### src/rtl/wavh_pkg.sv
// shared types, codes and tables of the wav header checker
// used by the front parser, the command queue, the back emitter and the top level
package wavh_pkg;

   localparam int HEADER_BYTES = 44;
   localparam int QUEUE_DEPTH  = 4;
   localparam int QPTR_W       = $clog2(QUEUE_DEPTH);
   localparam int QCNT_W       = $clog2(QUEUE_DEPTH + 1);

   // result status codes
   localparam logic [3:0] ST_BYTE  = 4'd0;
   localparam logic [3:0] ST_OK    = 4'd1;
   localparam logic [3:0] ST_RIFF  = 4'd2;
   localparam logic [3:0] ST_WAVE  = 4'd3;
   localparam logic [3:0] ST_FMT   = 4'd4;
   localparam logic [3:0] ST_CHUNK = 4'd5;
   localparam logic [3:0] ST_TYPE  = 4'd6;
   localparam logic [3:0] ST_CHANS = 4'd7;
   localparam logic [3:0] ST_RATE  = 4'd8;
   localparam logic [3:0] ST_BITS  = 4'd9;
   localparam logic [3:0] ST_ALIGN = 4'd10;
   localparam logic [3:0] ST_DATA  = 4'd11;
   localparam logic [3:0] ST_SHORT = 4'd12;
   localparam logic [3:0] ST_SIZE  = 4'd13;
   localparam logic [3:0] ST_TRUNC = 4'd14;

   // mode register codes
   localparam logic [2:0] MODE_CHECK  = 3'd1;
   localparam logic [2:0] MODE_HALVE  = 3'd2;
   localparam logic [2:0] MODE_DOUBLE = 3'd3;
   localparam logic [2:0] MODE_LEFT   = 3'd4;
   localparam logic [2:0] MODE_RIGHT  = 3'd5;
   localparam logic [2:0] MODE_VOLUME = 3'd6;

   // register index of the mode register
   localparam logic [1:0] REG_MODE = 2'd0;

   // tags, first character in the lowest byte
   localparam logic [31:0] TAG_RIFF = 32'h4646_4952;
   localparam logic [31:0] TAG_WAVE = 32'h4556_4157;
   localparam logic [31:0] TAG_FMT  = 32'h2074_6d66;
   localparam logic [31:0] TAG_DATA = 32'h6174_6164;

   typedef enum logic [1:0] {
      OP_NONE,
      OP_WORD,
      OP_MONO
   } op_type;

   // one command per item: bytes of a word or a mono header, then an optional status
   typedef struct packed {
      op_type      op;
      logic [2:0]  count;
      logic [31:0] word;
      logic        has_status;
      logic [3:0]  status;
   } cmd_type;

   // rewritten mono header values
   typedef struct packed {
      logic [31:0] riff_size;
      logic [31:0] sample_rate;
      logic [31:0] byte_rate;
      logic [15:0] block_align;
      logic [15:0] bits;
      logic [31:0] data_size;
   } mono_type;

   // expected tag byte at a header position, zero where no tag lies
   function automatic logic [7:0] tag_byte(input logic [5:0] p);
      logic [7:0] t;
      t = 8'h00;
      case (p)
         6'd0:  t = TAG_RIFF[7:0];
         6'd1:  t = TAG_RIFF[15:8];
         6'd2:  t = TAG_RIFF[23:16];
         6'd3:  t = TAG_RIFF[31:24];
         6'd8:  t = TAG_WAVE[7:0];
         6'd9:  t = TAG_WAVE[15:8];
         6'd10: t = TAG_WAVE[23:16];
         6'd11: t = TAG_WAVE[31:24];
         6'd12: t = TAG_FMT[7:0];
         6'd13: t = TAG_FMT[15:8];
         6'd14: t = TAG_FMT[23:16];
         6'd15: t = TAG_FMT[31:24];
         6'd36: t = TAG_DATA[7:0];
         6'd37: t = TAG_DATA[15:8];
         6'd38: t = TAG_DATA[23:16];
         6'd39: t = TAG_DATA[31:24];
         default: t = 8'h00;
      endcase
      return t;
   endfunction

   // byte i of the rewritten mono header
   function automatic logic [7:0] mono_byte(input mono_type h, input logic [5:0] i);
      logic [351:0] hdr;
      hdr = {h.data_size, TAG_DATA, h.bits, h.block_align, h.byte_rate, h.sample_rate,
             16'd1, 16'd1, 32'd16, TAG_FMT, TAG_WAVE, h.riff_size, TAG_RIFF};
      return hdr[{i, 3'b000} +: 8];
   endfunction

endpackage

### src/rtl/wavh_front.sv
// front part: accepts items, parses and checks the header, tracks the data part
// and issues one command per item; uses wavh_pkg
module wavh_front import wavh_pkg::*; (
   input  logic       clock,
   input  logic       reset,
   input  logic       accept,
   input  logic       kind,
   input  logic [7:0] in_byte,
   input  logic [2:0] mode,
   input  logic       mono_done,
   output logic       hold,
   output logic       push,
   output cmd_type    cmd,
   output mono_type   snap
);

   logic [5:0]  pos_ff, pos_in;
   logic [31:0] fa_ff, fa_in;
   logic [31:0] fsize_ff, fsize_in;
   logic [31:0] srate_ff, srate_in;
   logic [31:0] brate_ff, brate_in;
   logic [15:0] align_ff, align_in;
   logic [15:0] bits_ff, bits_in;
   logic [1:0]  chan_ff, chan_in;
   logic [31:0] dsize_ff, dsize_in;
   logic [31:0] dcount_ff, dcount_in;
   logic [15:0] fbi_ff, fbi_in;
   logic [15:0] sacc_ff, sacc_in;
   logic        failed_ff, failed_in;
   logic        mono_busy_ff, mono_busy_in;
   mono_type    snap_ff, snap_in;

   logic [2:0]         m;
   logic               rate_m, chan_m, stereo, clear;
   logic [31:0]        fa_new;
   logic [15:0]        v;
   logic [7:0]         tag;
   logic [3:0]         err;
   logic [47:0]        prod;
   logic [16:0]        align_chk;
   logic [15:0]        nacc;
   logic [16:0]        fbi1, nb;
   logic signed [16:0] sx;
   logic [16:0]        sh;
   logic               first;

   // parse and classify one item
   always_comb begin
      pos_in       = pos_ff;
      fa_in        = fa_ff;
      fsize_in     = fsize_ff;
      srate_in     = srate_ff;
      brate_in     = brate_ff;
      align_in     = align_ff;
      bits_in      = bits_ff;
      chan_in      = chan_ff;
      dsize_in     = dsize_ff;
      dcount_in    = dcount_ff;
      fbi_in       = fbi_ff;
      sacc_in      = sacc_ff;
      failed_in    = failed_ff;
      mono_busy_in = mono_busy_ff;
      snap_in      = snap_ff;
      cmd          = '0;
      push         = 1'b0;
      clear        = 1'b0;
      err          = ST_BYTE;

      m      = (mode >= MODE_CHECK && mode <= MODE_VOLUME) ? mode : MODE_CHECK;
      rate_m = (m == MODE_HALVE) || (m == MODE_DOUBLE);
      chan_m = (m == MODE_LEFT) || (m == MODE_RIGHT);
      stereo = chan_m && (chan_ff == 2'd2);

      fa_new    = {in_byte, fa_ff[31:8]};
      v         = fa_new[31:16];
      tag       = tag_byte(pos_ff);
      prod      = srate_ff * v;
      align_chk = {4'b0, v[15:3]} * {15'b0, chan_ff};
      nacc      = (fbi_ff == 16'd0) ? {8'b0, in_byte} : {sacc_ff[15:8] | in_byte, sacc_ff[7:0]};
      fbi1      = {1'b0, fbi_ff} + 17'd1;
      nb        = (bits_ff == 16'd16) ? 17'd2 : 17'd1;
      sx        = $signed({nacc[15], nacc}) + (nacc[15] ? 17'sd7 : 17'sd0);
      sh        = 17'(sx >>> 3);
      first     = fbi_ff < {1'b0, align_ff[15:1]};

      if (accept) begin
         if (kind) begin
            // end of file: report, or rearm silently after a failure
            clear = 1'b1;
            if (!failed_ff) begin
               cmd.has_status = 1'b1;
               if (pos_ff < 6'(HEADER_BYTES)) begin
                  cmd.status = ST_TRUNC;
               end else if (stereo) begin
                  if ({1'b0, dsize_ff} > {dcount_ff, 1'b0}) begin
                     cmd.status = ST_SHORT;
                  end else if (dcount_ff != fsize_ff - 32'd36 - {1'b0, dsize_ff[31:1]}) begin
                     cmd.status = ST_SIZE;
                  end else begin
                     cmd.status = ST_OK;
                  end
               end else begin
                  if (dsize_ff > dcount_ff) begin
                     cmd.status = ST_SHORT;
                  end else if (dcount_ff != fsize_ff - 32'd36) begin
                     cmd.status = ST_SIZE;
                  end else begin
                     cmd.status = ST_OK;
                  end
               end
            end
         end else if (!failed_ff) begin
            if (pos_ff < 6'(HEADER_BYTES)) begin
               // header byte
               fa_in  = fa_new;
               pos_in = pos_ff + 6'd1;
               if (m == MODE_VOLUME || (rate_m && (pos_ff < 6'd24 || pos_ff > 6'd31))) begin
                  cmd.op    = OP_WORD;
                  cmd.count = 3'd1;
                  cmd.word  = {24'b0, in_byte};
               end
               if (tag != 8'h00 && in_byte != tag) begin
                  err = (pos_ff < 6'd4) ? ST_RIFF : (pos_ff < 6'd12) ? ST_WAVE :
                        (pos_ff < 6'd16) ? ST_FMT : ST_DATA;
               end else begin
                  case (pos_ff)
                     6'd7: fsize_in = fa_new;
                     6'd19: begin
                        if (fa_new != 32'd16) err = ST_CHUNK;
                     end
                     6'd21: begin
                        if (v != 16'd1) err = ST_TYPE;
                     end
                     6'd23: begin
                        if (v != 16'd1 && v != 16'd2) err = ST_CHANS;
                        else chan_in = v[1:0];
                     end
                     6'd27, 6'd31: begin
                        if (pos_ff == 6'd27) srate_in = fa_new;
                        else brate_in = fa_new;
                        if (rate_m) begin
                           cmd.op    = OP_WORD;
                           cmd.count = 3'd4;
                           cmd.word  = (m == MODE_HALVE) ? {1'b0, fa_new[31:1]}
                                                         : {fa_new[30:0], 1'b0};
                        end
                     end
                     6'd33: begin
                        align_in = v;
                        if (brate_ff != prod[31:0]) err = ST_RATE;
                     end
                     6'd35: begin
                        bits_in = v;
                        if (v != 16'd8 && v != 16'd16) err = ST_BITS;
                        else if ({1'b0, align_ff} != align_chk) err = ST_ALIGN;
                     end
                     6'd43: begin
                        dsize_in = fa_new;
                        if (chan_m) begin
                           cmd.op              = OP_MONO;
                           snap_in.sample_rate = srate_ff;
                           snap_in.bits        = bits_ff;
                           if (chan_ff == 2'd2) begin
                              snap_in.riff_size   = fsize_ff - {1'b0, fa_new[31:1]};
                              snap_in.byte_rate   = {1'b0, brate_ff[31:1]};
                              snap_in.block_align = {1'b0, align_ff[15:1]};
                              snap_in.data_size   = {1'b0, fa_new[31:1]};
                           end else begin
                              snap_in.riff_size   = fsize_ff;
                              snap_in.byte_rate   = brate_ff;
                              snap_in.block_align = align_ff;
                              snap_in.data_size   = fa_new;
                           end
                        end
                     end
                     default: ;
                  endcase
               end
               if (err != ST_BYTE) begin
                  cmd.has_status = 1'b1;
                  cmd.status     = err;
                  failed_in      = 1'b1;
               end
            end else if (m == MODE_VOLUME) begin
               // data byte, volume divide
               dcount_in = dcount_ff + 32'd1;
               if (fbi_ff != 16'd0 || dcount_ff < dsize_ff) begin
                  sacc_in = nacc;
                  if (fbi1 >= nb) begin
                     fbi_in = 16'd0;
                     cmd.op = OP_WORD;
                     if (nb == 17'd1) begin
                        cmd.count = 3'd1;
                        cmd.word  = {27'b0, nacc[7:3]};
                     end else begin
                        cmd.count = 3'd2;
                        cmd.word  = {16'b0, sh[15:0]};
                     end
                  end else begin
                     fbi_in = 16'd1;
                  end
               end else begin
                  cmd.op    = OP_WORD;
                  cmd.count = 3'd1;
                  cmd.word  = {24'b0, in_byte};
               end
            end else if (stereo) begin
               // data byte, channel extraction
               if (fbi_ff != 16'd0 || {dcount_ff, 1'b0} < {1'b0, dsize_ff}) begin
                  if ((m == MODE_LEFT) == first) begin
                     cmd.op    = OP_WORD;
                     cmd.count = 3'd1;
                     cmd.word  = {24'b0, in_byte};
                     dcount_in = dcount_ff + 32'd1;
                  end
                  fbi_in = (fbi1 >= {1'b0, align_ff}) ? 16'd0 : fbi1[15:0];
               end else begin
                  cmd.op    = OP_WORD;
                  cmd.count = 3'd1;
                  cmd.word  = {24'b0, in_byte};
                  dcount_in = dcount_ff + 32'd1;
               end
            end else begin
               // data byte, plain echo or count only
               if (m != MODE_CHECK) begin
                  cmd.op    = OP_WORD;
                  cmd.count = 3'd1;
                  cmd.word  = {24'b0, in_byte};
               end
               dcount_in = dcount_ff + 32'd1;
            end
         end
         push = (cmd.op != OP_NONE) || cmd.has_status;
      end

      // a mono header is outstanding until the back part has sent its last byte
      if (mono_done) mono_busy_in = 1'b0;
      if (push && cmd.op == OP_MONO) mono_busy_in = 1'b1;

      // rearm for the next file
      if (clear) begin
         pos_in    = '0;
         fa_in     = '0;
         fsize_in  = '0;
         srate_in  = '0;
         brate_in  = '0;
         align_in  = '0;
         bits_in   = '0;
         chan_in   = '0;
         dsize_in  = '0;
         dcount_in = '0;
         fbi_in    = '0;
         sacc_in   = '0;
         failed_in = 1'b0;
      end
   end

   // parser state
   always_ff @(posedge clock) begin
      if (reset) begin
         pos_ff       <= '0;
         fa_ff        <= '0;
         fsize_ff     <= '0;
         srate_ff     <= '0;
         brate_ff     <= '0;
         align_ff     <= '0;
         bits_ff      <= '0;
         chan_ff      <= '0;
         dsize_ff     <= '0;
         dcount_ff    <= '0;
         fbi_ff       <= '0;
         sacc_ff      <= '0;
         failed_ff    <= 1'b0;
         mono_busy_ff <= 1'b0;
      end else begin
         pos_ff       <= pos_in;
         fa_ff        <= fa_in;
         fsize_ff     <= fsize_in;
         srate_ff     <= srate_in;
         brate_ff     <= brate_in;
         align_ff     <= align_in;
         bits_ff      <= bits_in;
         chan_ff      <= chan_in;
         dsize_ff     <= dsize_in;
         dcount_ff    <= dcount_in;
         fbi_ff       <= fbi_in;
         sacc_ff      <= sacc_in;
         failed_ff    <= failed_in;
         mono_busy_ff <= mono_busy_in;
      end
   end

   // mono header snapshot, held while the back part emits it
   always_ff @(posedge clock) begin
      snap_ff <= snap_in;
   end

   assign snap = snap_ff;

   // the last header byte waits while the snapshot is still in use
   assign hold = mono_busy_ff && (pos_ff == 6'd43);

endmodule

### src/rtl/wavh_queue.sv
// short command queue between the front parser and the back emitter
// uses wavh_pkg for the command type and depth
module wavh_queue import wavh_pkg::*; (
   input  logic              clock,
   input  logic              reset,
   input  logic              push,
   input  cmd_type           push_data,
   input  logic              pop,
   output logic              pop_valid,
   output cmd_type           pop_data,
   output logic              full,
   output logic [QCNT_W-1:0] count
);

   cmd_type             entry_ff [QUEUE_DEPTH];
   logic [QPTR_W-1:0]   wr_ff, wr_in;
   logic [QPTR_W-1:0]   rd_ff, rd_in;
   logic [QCNT_W-1:0]   cnt_ff, cnt_in;
   logic                do_push, do_pop;

   assign full      = (cnt_ff == QCNT_W'(QUEUE_DEPTH));
   assign pop_valid = (cnt_ff != '0);
   assign pop_data  = entry_ff[rd_ff];
   assign count     = cnt_ff;

   // pointer and fill bookkeeping
   always_comb begin
      do_push = push && !full;
      do_pop  = pop && pop_valid;
      wr_in   = do_push ? wr_ff + QPTR_W'(1) : wr_ff;
      rd_in   = do_pop ? rd_ff + QPTR_W'(1) : rd_ff;
      cnt_in  = cnt_ff + QCNT_W'(do_push) - QCNT_W'(do_pop);
   end

   always_ff @(posedge clock) begin
      if (reset) begin
         wr_ff  <= '0;
         rd_ff  <= '0;
         cnt_ff <= '0;
      end else begin
         wr_ff  <= wr_in;
         rd_ff  <= rd_in;
         cnt_ff <= cnt_in;
      end
   end

   // entry storage
   always_ff @(posedge clock) begin
      if (do_push) entry_ff[wr_ff] <= push_data;
   end

endmodule

### src/rtl/wavh_back.sv
// back part: expands queued commands into result items through an output register
// uses wavh_pkg for the command and header types
module wavh_back import wavh_pkg::*; (
   input  logic       clock,
   input  logic       reset,
   input  logic       q_valid,
   input  cmd_type    q_data,
   output logic       q_pop,
   input  mono_type   snap,
   output logic       mono_done,
   output logic       out_valid,
   input  logic       out_ready,
   output logic [7:0] out_byte,
   output logic [3:0] out_status,
   output logic       out_last
);

   cmd_type    cur_ff, cur_in;
   logic       cur_valid_ff, cur_valid_in;
   logic [5:0] idx_ff, idx_in;
   logic       ov_ff, ov_in;
   logic [7:0] ob_ff, ob_in;
   logic [3:0] os_ff, os_in;
   logic       ol_ff, ol_in;

   logic [5:0] nbytes, total;
   logic       advance, final_item;
   logic [7:0] sel_byte;

   // step through the current command
   always_comb begin
      case (cur_ff.op)
         OP_WORD: nbytes = {3'b0, cur_ff.count};
         OP_MONO: nbytes = 6'(HEADER_BYTES);
         default: nbytes = 6'd0;
      endcase
      total      = nbytes + {5'b0, cur_ff.has_status};
      final_item = (idx_ff + 6'd1 == total);
      advance    = cur_valid_ff && (!ov_ff || out_ready);
      sel_byte   = (cur_ff.op == OP_MONO) ? mono_byte(snap, idx_ff)
                                          : cur_ff.word[{idx_ff[1:0], 3'b000} +: 8];
      q_pop      = q_valid && (!cur_valid_ff || (advance && final_item));
      mono_done  = advance && final_item && (cur_ff.op == OP_MONO);

      cur_in       = cur_ff;
      cur_valid_in = cur_valid_ff;
      idx_in       = idx_ff;
      ov_in        = ov_ff && !out_ready;
      ob_in        = ob_ff;
      os_in        = os_ff;
      ol_in        = ol_ff;

      if (advance) begin
         ov_in = 1'b1;
         ol_in = final_item;
         if (idx_ff < nbytes) begin
            ob_in = sel_byte;
            os_in = ST_BYTE;
         end else begin
            ob_in = 8'h00;
            os_in = cur_ff.status;
         end
         idx_in = final_item ? 6'd0 : idx_ff + 6'd1;
         if (final_item) cur_valid_in = 1'b0;
      end
      if (q_pop) begin
         cur_in       = q_data;
         cur_valid_in = 1'b1;
      end
   end

   always_ff @(posedge clock) begin
      if (reset) begin
         cur_valid_ff <= 1'b0;
         idx_ff       <= '0;
         ov_ff        <= 1'b0;
      end else begin
         cur_valid_ff <= cur_valid_in;
         idx_ff       <= idx_in;
         ov_ff        <= ov_in;
      end
   end

   // payload registers
   always_ff @(posedge clock) begin
      cur_ff <= cur_in;
      ob_ff  <= ob_in;
      os_ff  <= os_in;
      ol_ff  <= ol_in;
   end

   assign out_valid  = ov_ff;
   assign out_byte   = ob_ff;
   assign out_status = os_ff;
   assign out_last   = ol_ff;

endmodule

### src/rtl/wav_header_check_and_transform.sv
// top level of the wav header checker and transformer
// holds the mode register and joins wavh_front, wavh_queue and wavh_back; uses wavh_pkg
//
// A byte stream carrying a 44-byte canonical PCM WAV file, closed by an end item
// (req_tuser high), is checked field by field and reported with one status item per file;
// by the mode register the file is also echoed with rates halved or doubled, reduced to
// one channel under a rewritten mono header, or echoed with samples divided by 8. Input
// items are taken one per cycle while the four-entry command queue has room; each item's
// results leave one per cycle from the output register while rsp_tready is high, the
// longest bursts being the 44-byte mono header and the 4-byte rate field. The last
// header byte of a file also waits while the mono header of an earlier file is still
// being sent. The mode register is to be written only while the block is idle; the
// block itself does not enforce this.
module wav_header_check_and_transform import wavh_pkg::*; (
   input  logic        clock,
   input  logic        reset,
   input  logic        req_tvalid,
   output logic        req_tready,
   input  logic [7:0]  req_tdata,   // in_byte[7:0]
   input  logic        req_tuser,   // kind
   output logic        rsp_tvalid,
   input  logic        rsp_tready,
   output logic [15:0] rsp_tdata,   // out_byte[7:0], status[11:8], zero[15:12]
   output logic        rsp_tlast,
   input  logic        csr_psel,
   input  logic        csr_penable,
   input  logic        csr_pwrite,
   input  logic [1:0]  csr_paddr,
   input  logic [31:0] csr_pwdata,
   output logic [31:0] csr_prdata,
   output logic        csr_pready
);

   logic [2:0]        mode_ff, mode_in;
   logic              accept, push, full, q_valid, q_pop, hold, mono_done;
   cmd_type           cmd, q_data;
   mono_type          snap;
   logic [QCNT_W-1:0] q_count;
   logic [7:0]        out_byte;
   logic [3:0]        out_status;

   // mode register
   assign csr_pready = 1'b1;
   assign csr_prdata = {29'b0, mode_ff};
   always_comb begin
      mode_in = mode_ff;
      if (csr_psel && csr_penable && csr_pwrite && csr_paddr == REG_MODE)
         mode_in = csr_pwdata[2:0];
   end
   always_ff @(posedge clock) begin
      if (reset) mode_ff <= MODE_CHECK;
      else       mode_ff <= mode_in;
   end

   assign req_tready = !full && !hold;
   assign accept     = req_tvalid && req_tready;

   wavh_front u_front (
      .clock     (clock),
      .reset     (reset),
      .accept    (accept),
      .kind      (req_tuser),
      .in_byte   (req_tdata),
      .mode      (mode_ff),
      .mono_done (mono_done),
      .hold      (hold),
      .push      (push),
      .cmd       (cmd),
      .snap      (snap)
   );

   wavh_queue u_queue (
      .clock     (clock),
      .reset     (reset),
      .push      (push),
      .push_data (cmd),
      .pop       (q_pop),
      .pop_valid (q_valid),
      .pop_data  (q_data),
      .full      (full),
      .count     (q_count)
   );

   wavh_back u_back (
      .clock      (clock),
      .reset      (reset),
      .q_valid    (q_valid),
      .q_data     (q_data),
      .q_pop      (q_pop),
      .snap       (snap),
      .mono_done  (mono_done),
      .out_valid  (rsp_tvalid),
      .out_ready  (rsp_tready),
      .out_byte   (out_byte),
      .out_status (out_status),
      .out_last   (rsp_tlast)
   );

   assign rsp_tdata = {4'b0, out_status, out_byte};

   // queue never overfills and stalls the input when full
   a_queue_bound: assert property (@(posedge clock) disable iff (reset)
      q_count <= QCNT_W'(QUEUE_DEPTH)) else $error("command queue overfilled");

   a_stall_full: assert property (@(posedge clock) disable iff (reset)
      (q_count == QCNT_W'(QUEUE_DEPTH)) |-> !req_tready) else $error("input taken while full");

   // a status item carries a zero byte and closes its item's results
   a_status_item: assert property (@(posedge clock) disable iff (reset)
      (rsp_tvalid && out_status != ST_BYTE) |-> (out_byte == 8'h00 && rsp_tlast))
      else $error("malformed status item");

endmodule
### config.mk
export PLATFORM = sky130hd
export DESIGN_NAME = wav_header_check_and_transform
export DESIGN_NICKNAME = d
export VERILOG_FILES = /design/src/rtl/wavh_pkg.sv /design/src/rtl/wavh_front.sv /design/src/rtl/wavh_queue.sv /design/src/rtl/wavh_back.sv /design/src/rtl/wav_header_check_and_transform.sv
export SDC_FILE = /design/constraint.sdc
export NUM_CORES = 2
export LEC_CHECK = 0
export ABC_AREA = 1
export BUFFER_PORTS_ARGS = -buffer_cell sky130_fd_sc_hd__buf_2
export CELL_PAD_IN_SITES_DETAIL_PLACEMENT = 1
export CELL_PAD_IN_SITES_GLOBAL_PLACEMENT = 1
export CORE_MARGIN = 5
export CORE_UTILIZATION = 49
export DETAILED_ROUTE_END_ITERATION = 12
export GPL_TIMING_DRIVEN = 0
export PLACE_DENSITY = 0.92
export SYNTH_ARGS = -nofsm -noshare
export SYNTH_HDL_FRONTEND = slang
export SYNTH_HIERARCHICAL = 1
export SYNTH_SLANG_ARGS = --single-unit
### constraint.sdc
create_clock -name clock -period 21.4 [get_ports clock]
set_input_delay 3.21 -clock clock [delete_from_list [all_inputs] [get_ports clock]]
set_output_delay 3.21 -clock clock [all_outputs]
set_load 0.05 [all_outputs]
==> metrics.csv <==
stage;metric;value;unit
synth;syn_area;50540;sq um
floorplanning;initial_core_util;0.4946;
detailed_routing;first_pass_iters;10;
layout;syn2layout_area_growth;9.311;%
synth;synth_seq_area_share;0.3405;
clock_tree;numCtsBuffers;71;
pwr;clkPwrFrac;0.323;
global_route;grtUsageTotal;0.3860;
detailed_routing;drtIter0Drc;6426;
synth;synthTopCellsByArea;edfxtp_1, fa_1, dfxtp_1, nand2_1, inv_1;
synth;ys.flop_type;edfxtp_1;
pwr;power.leakage;22.86;nW
clock_tree;cts_tree;built;
synth;synth-seq-cells;668;
critical_path;critPathRequiredTime;21980;ps
layout;drive_gt1_frac;0.05837;
critical_path;crit_top_cell;nand2_1;
placed_design;dp_hpwl;161.9;mm
clock_tree;root_buffer;clkbuf_16;
global_route;grt_pass1_vias;52062;
detailed_routing;drtAntennaViolNets;0;
clock_tree;hold_buffers;0;
timing;skew;37.84;ps
timing;grt_setup_unrepaired;no;
synth;ys_types;67;
pwr;p_per_area;72.39;nW/um^2
critical_path;crit_arrival;14520;ps
timing;hold_viol;0;
timing;hold_ws;432.5;ps
synth;yosysTopAreaCell;edfxtp_1;
critical_path;crit_type;input pin to register;
synth;yosys_warnings;6;
critical_path;end_kind;register;
timing;slew_violations;22;
detailed_routing;vias;49436;
floorplanning;die_w;331.2;microns
critical_path;max_stage_delay;1060;ps
clock_tree;cts_sinks;668;
layout;fin_util;0.5407;
detailed_routing;avgViaCountPerCell;6.243;
global_route;overflow;0;
critical_path;cp_slowest_cell;clkbuf_1;
status;status;finished with violations;
synth;synth_edf_count;383;
clock_tree;clkSlewWorstSetupHoldPaths;60;ps
detailed_routing;drc;0;
critical_path;critPathLaunchType;input pin;
status;violations;capacitance limit, slew limit;
synth;synthAdderAreaFrac;0.1871;
global_route;grt_pass1_wl;318.3;mm
detailed_routing;routedWlPerCell;27.27;microns
synth;synth.avg_cell_area;7.987;sq um
pwr;internal_power;2.507;mW
pwr;p_sw;1.492;mW
synth;synth_xor_area_frac;0.03753;
synth;syn_inst;6328;
timing;setup_viol;0;
timing;slew_headroom;-0.09372;
floorplanning;die_h;331.2;microns
clock_tree;clk-insertion-delay-late;660;ps
run;cap_viol_max_count;2;
min_path;hp-class;register to register;
global_route;antenna_found_initial;9;
pwr;combPwrFrac;0.278;
synth;muxShareOfSynthArea;0;
global_route;grt_max_degree;28;
synth;synthDominantCellAreaShare;0.2276;
floorplanning;row_count;117;
synth;synth_top_family_by_area;adder cells;
clock_tree;clock_path_buffers;3;
timing;fmax;71.74;MHz
floorplanning;io_pins;102;
synth;synth_compound_area_frac;0.1409;
timing;fin_crit;13940;ps
timing;fin_crit_sh;0.6514;
placed_design;gp_congestion;1.008;
clock_tree;htreeDepth;3;
detailed_routing;drt-total-wl;216.0;mm
critical_path;worstPathMaxFanout;10;
floorplanning;dieArea;109700;sq um
layout;design.final.nets;7107;
pwr;switching_share;0.3732;
synth;yosys.area_share.simple;0.1861;
clock_tree;cts_resized;0;
placed_design;port_buffers;33;
timing;tightestPinTransition;1641;ps
synth;synthArstFlopShare;0;
timing;fin_setup_tns;0;ps
pwr;ir_worst_vdd;0.06334;mV
floorplanning;core;102200;sq um
clock_tree;postCtsSetupRepairBufs;0;
pwr;p_seq_frac;0.400;
## Yosys cell counts, drive strengths merged, types with 2 or more instances
cell     instances
nor4            31
a21boi           9
o31ai            5
xnor3            8
o21bai           7
inv           1028
dfxtp          285
o21ai          557
o21ba            2
clkbuf         219
edfxtp         383
nand3b          10
ha             263
fa             308
nor3b            4
a221oi           4
nand4           79
o221ai           8
nand2         1224
and3             2
a211oi          87
and2             2
xnor2           46
o2111ai          2
buf            119
a21oi          436
nor2           552
xor2           150
nor4b            2
conb             2
o211ai          44
clkinv           5
a21o            11
o21a            11
nor3            65
a31oi           23
or2             32
o22ai           69
nand3          227
## per-layer routing
metal / global-route usage / share of wire / wire length [microns]
met1: 0.4490 / 0.35 / 75690
met2: 0.6080 / 0.44 / 95380
met3: 0.1021 / 0.11 / 23800
met4: 0.2992 / 0.097 / 20950
met5: 0.005324 / 0.00054 / 117
## placed cells by master (no fill, tap or decap), types with 24 or more instances in the layout
cell and count:
a211oi_1 77, a21oi_1 434, buf_2 77, buf_4 44
buf_6 24, clkbuf_1 246, clkbuf_16 77, conb_1 34
dfxtp_1 285, edfxtp_1 383, fa_1 308, ha_1 263
inv_1 999, inv_2 29, nand2_1 1214, nand3_1 221
nand4_1 76, nor2_1 526, nor3_1 59, nor4_1 26
o211ai_1 44, o21ai_0 487, o21ai_1 68, o22ai_1 69
or2_2 25, xnor2_1 46, xor2_1 150
## stage by stage
stage	instance area, sq um	setup slack, ps	power, mW	cells
after floorplan	50660	5319	2.194	6360
after global placement	52540	84.00	2.575	7761
after detailed placement	52850	7412	2.649	7781
after CTS	55230	8033	3.940	7912
after global routing	55230	7357	4.089	7912
final	55250	7461	3.999	7918
## final timing paths
kind / from / endpoint / slack (ps) / cells after the start
worst max-delay path: req_tdata[5] / u_queue/count[2]$_SDFF_PP0_ / 7460 / 38
worst min-delay path: u_front/srate_ff[0]$_SDFFE_PP0P_ / u_front/snap[96]$_DFFE_PP_ / 430 / 0
worst min register to register: u_front/srate_ff[0]$_SDFFE_PP0P_ / u_front/snap[96]$_DFFE_PP_ / 430 / 0
worst max register to register: u_front/fa_ff[31]$_SDFFE_PP0P_ / u_queue/count[2]$_SDFF_PP0_ / 9850 / 39
## flip-flops by register name, summed over array words and instances, names as in the netlist, 2 cells and up, named ones only
register,count
mode_ff,3
u_front/dsize_ff,32
u_front/fbi_ff,16
u_front/bits_ff,16
u_back/idx_ff,6
u_front/align_ff,16
u_back/out_byte,8
u_front/fa_ff,24
u_queue/entry_ff,168
u_queue/count,3
u_front/tag,7
u_queue/wr_ff,2
u_queue/rd_ff,2
u_front/dcount_ff,32
u_front/chan_ff,2
u_front/sacc_ff,16
u_front/brate_ff,32
u_back/cur_ff,42
u_back/out_status,4
u_front/pos_ff,6
u_front/fsize_ff,32
u_front/snap,160
u_front/srate_ff,32
## power groups by stage
stage               clock network, mW  registers [mW]  logic, mW
finish                           1.29            1.60       1.11
global route                     1.35            1.60       1.14
CTS                              1.29            1.59       1.05
detailed placement                  0            1.62       1.03
global placement                    0            1.62      0.959
floorplan                           0            1.63      0.567
## kinds of logic after synthesis
group                    Yosys count
AO/OA/AOI/OAI                   1281
XOR/XNOR                         204
adder cells (fa/ha/maj)          571
buffers and inverters           1371
flip-flops                       668
other                              2
AND/OR/NAND/NOR                 2231
## worst max-delay path, delay by kind of cell
kind	cells	cell delay, ps
buf+inv	7	3060
simple gates	20	3790
fa+ha+maj	10	4260
xor+xnor	1	160
## cell type report
type | instances | area (sq um)
Multi-Input combinational cell | 4321 | 28060
Sequential cell | 668 | 17210
Clock buffer | 112 | 2138
Timing Repair Buffer | 53 | 422.9
Fill cell | 12593 | 46940
Buffer | 338 | 1568
Clock inverter | 19 | 245.2
Antenna cell | 6 | 15.01
Inverter | 1033 | 3877
Tap cell | 1368 | 1712
Note: power is estimated with default switching activity, not from simulation.
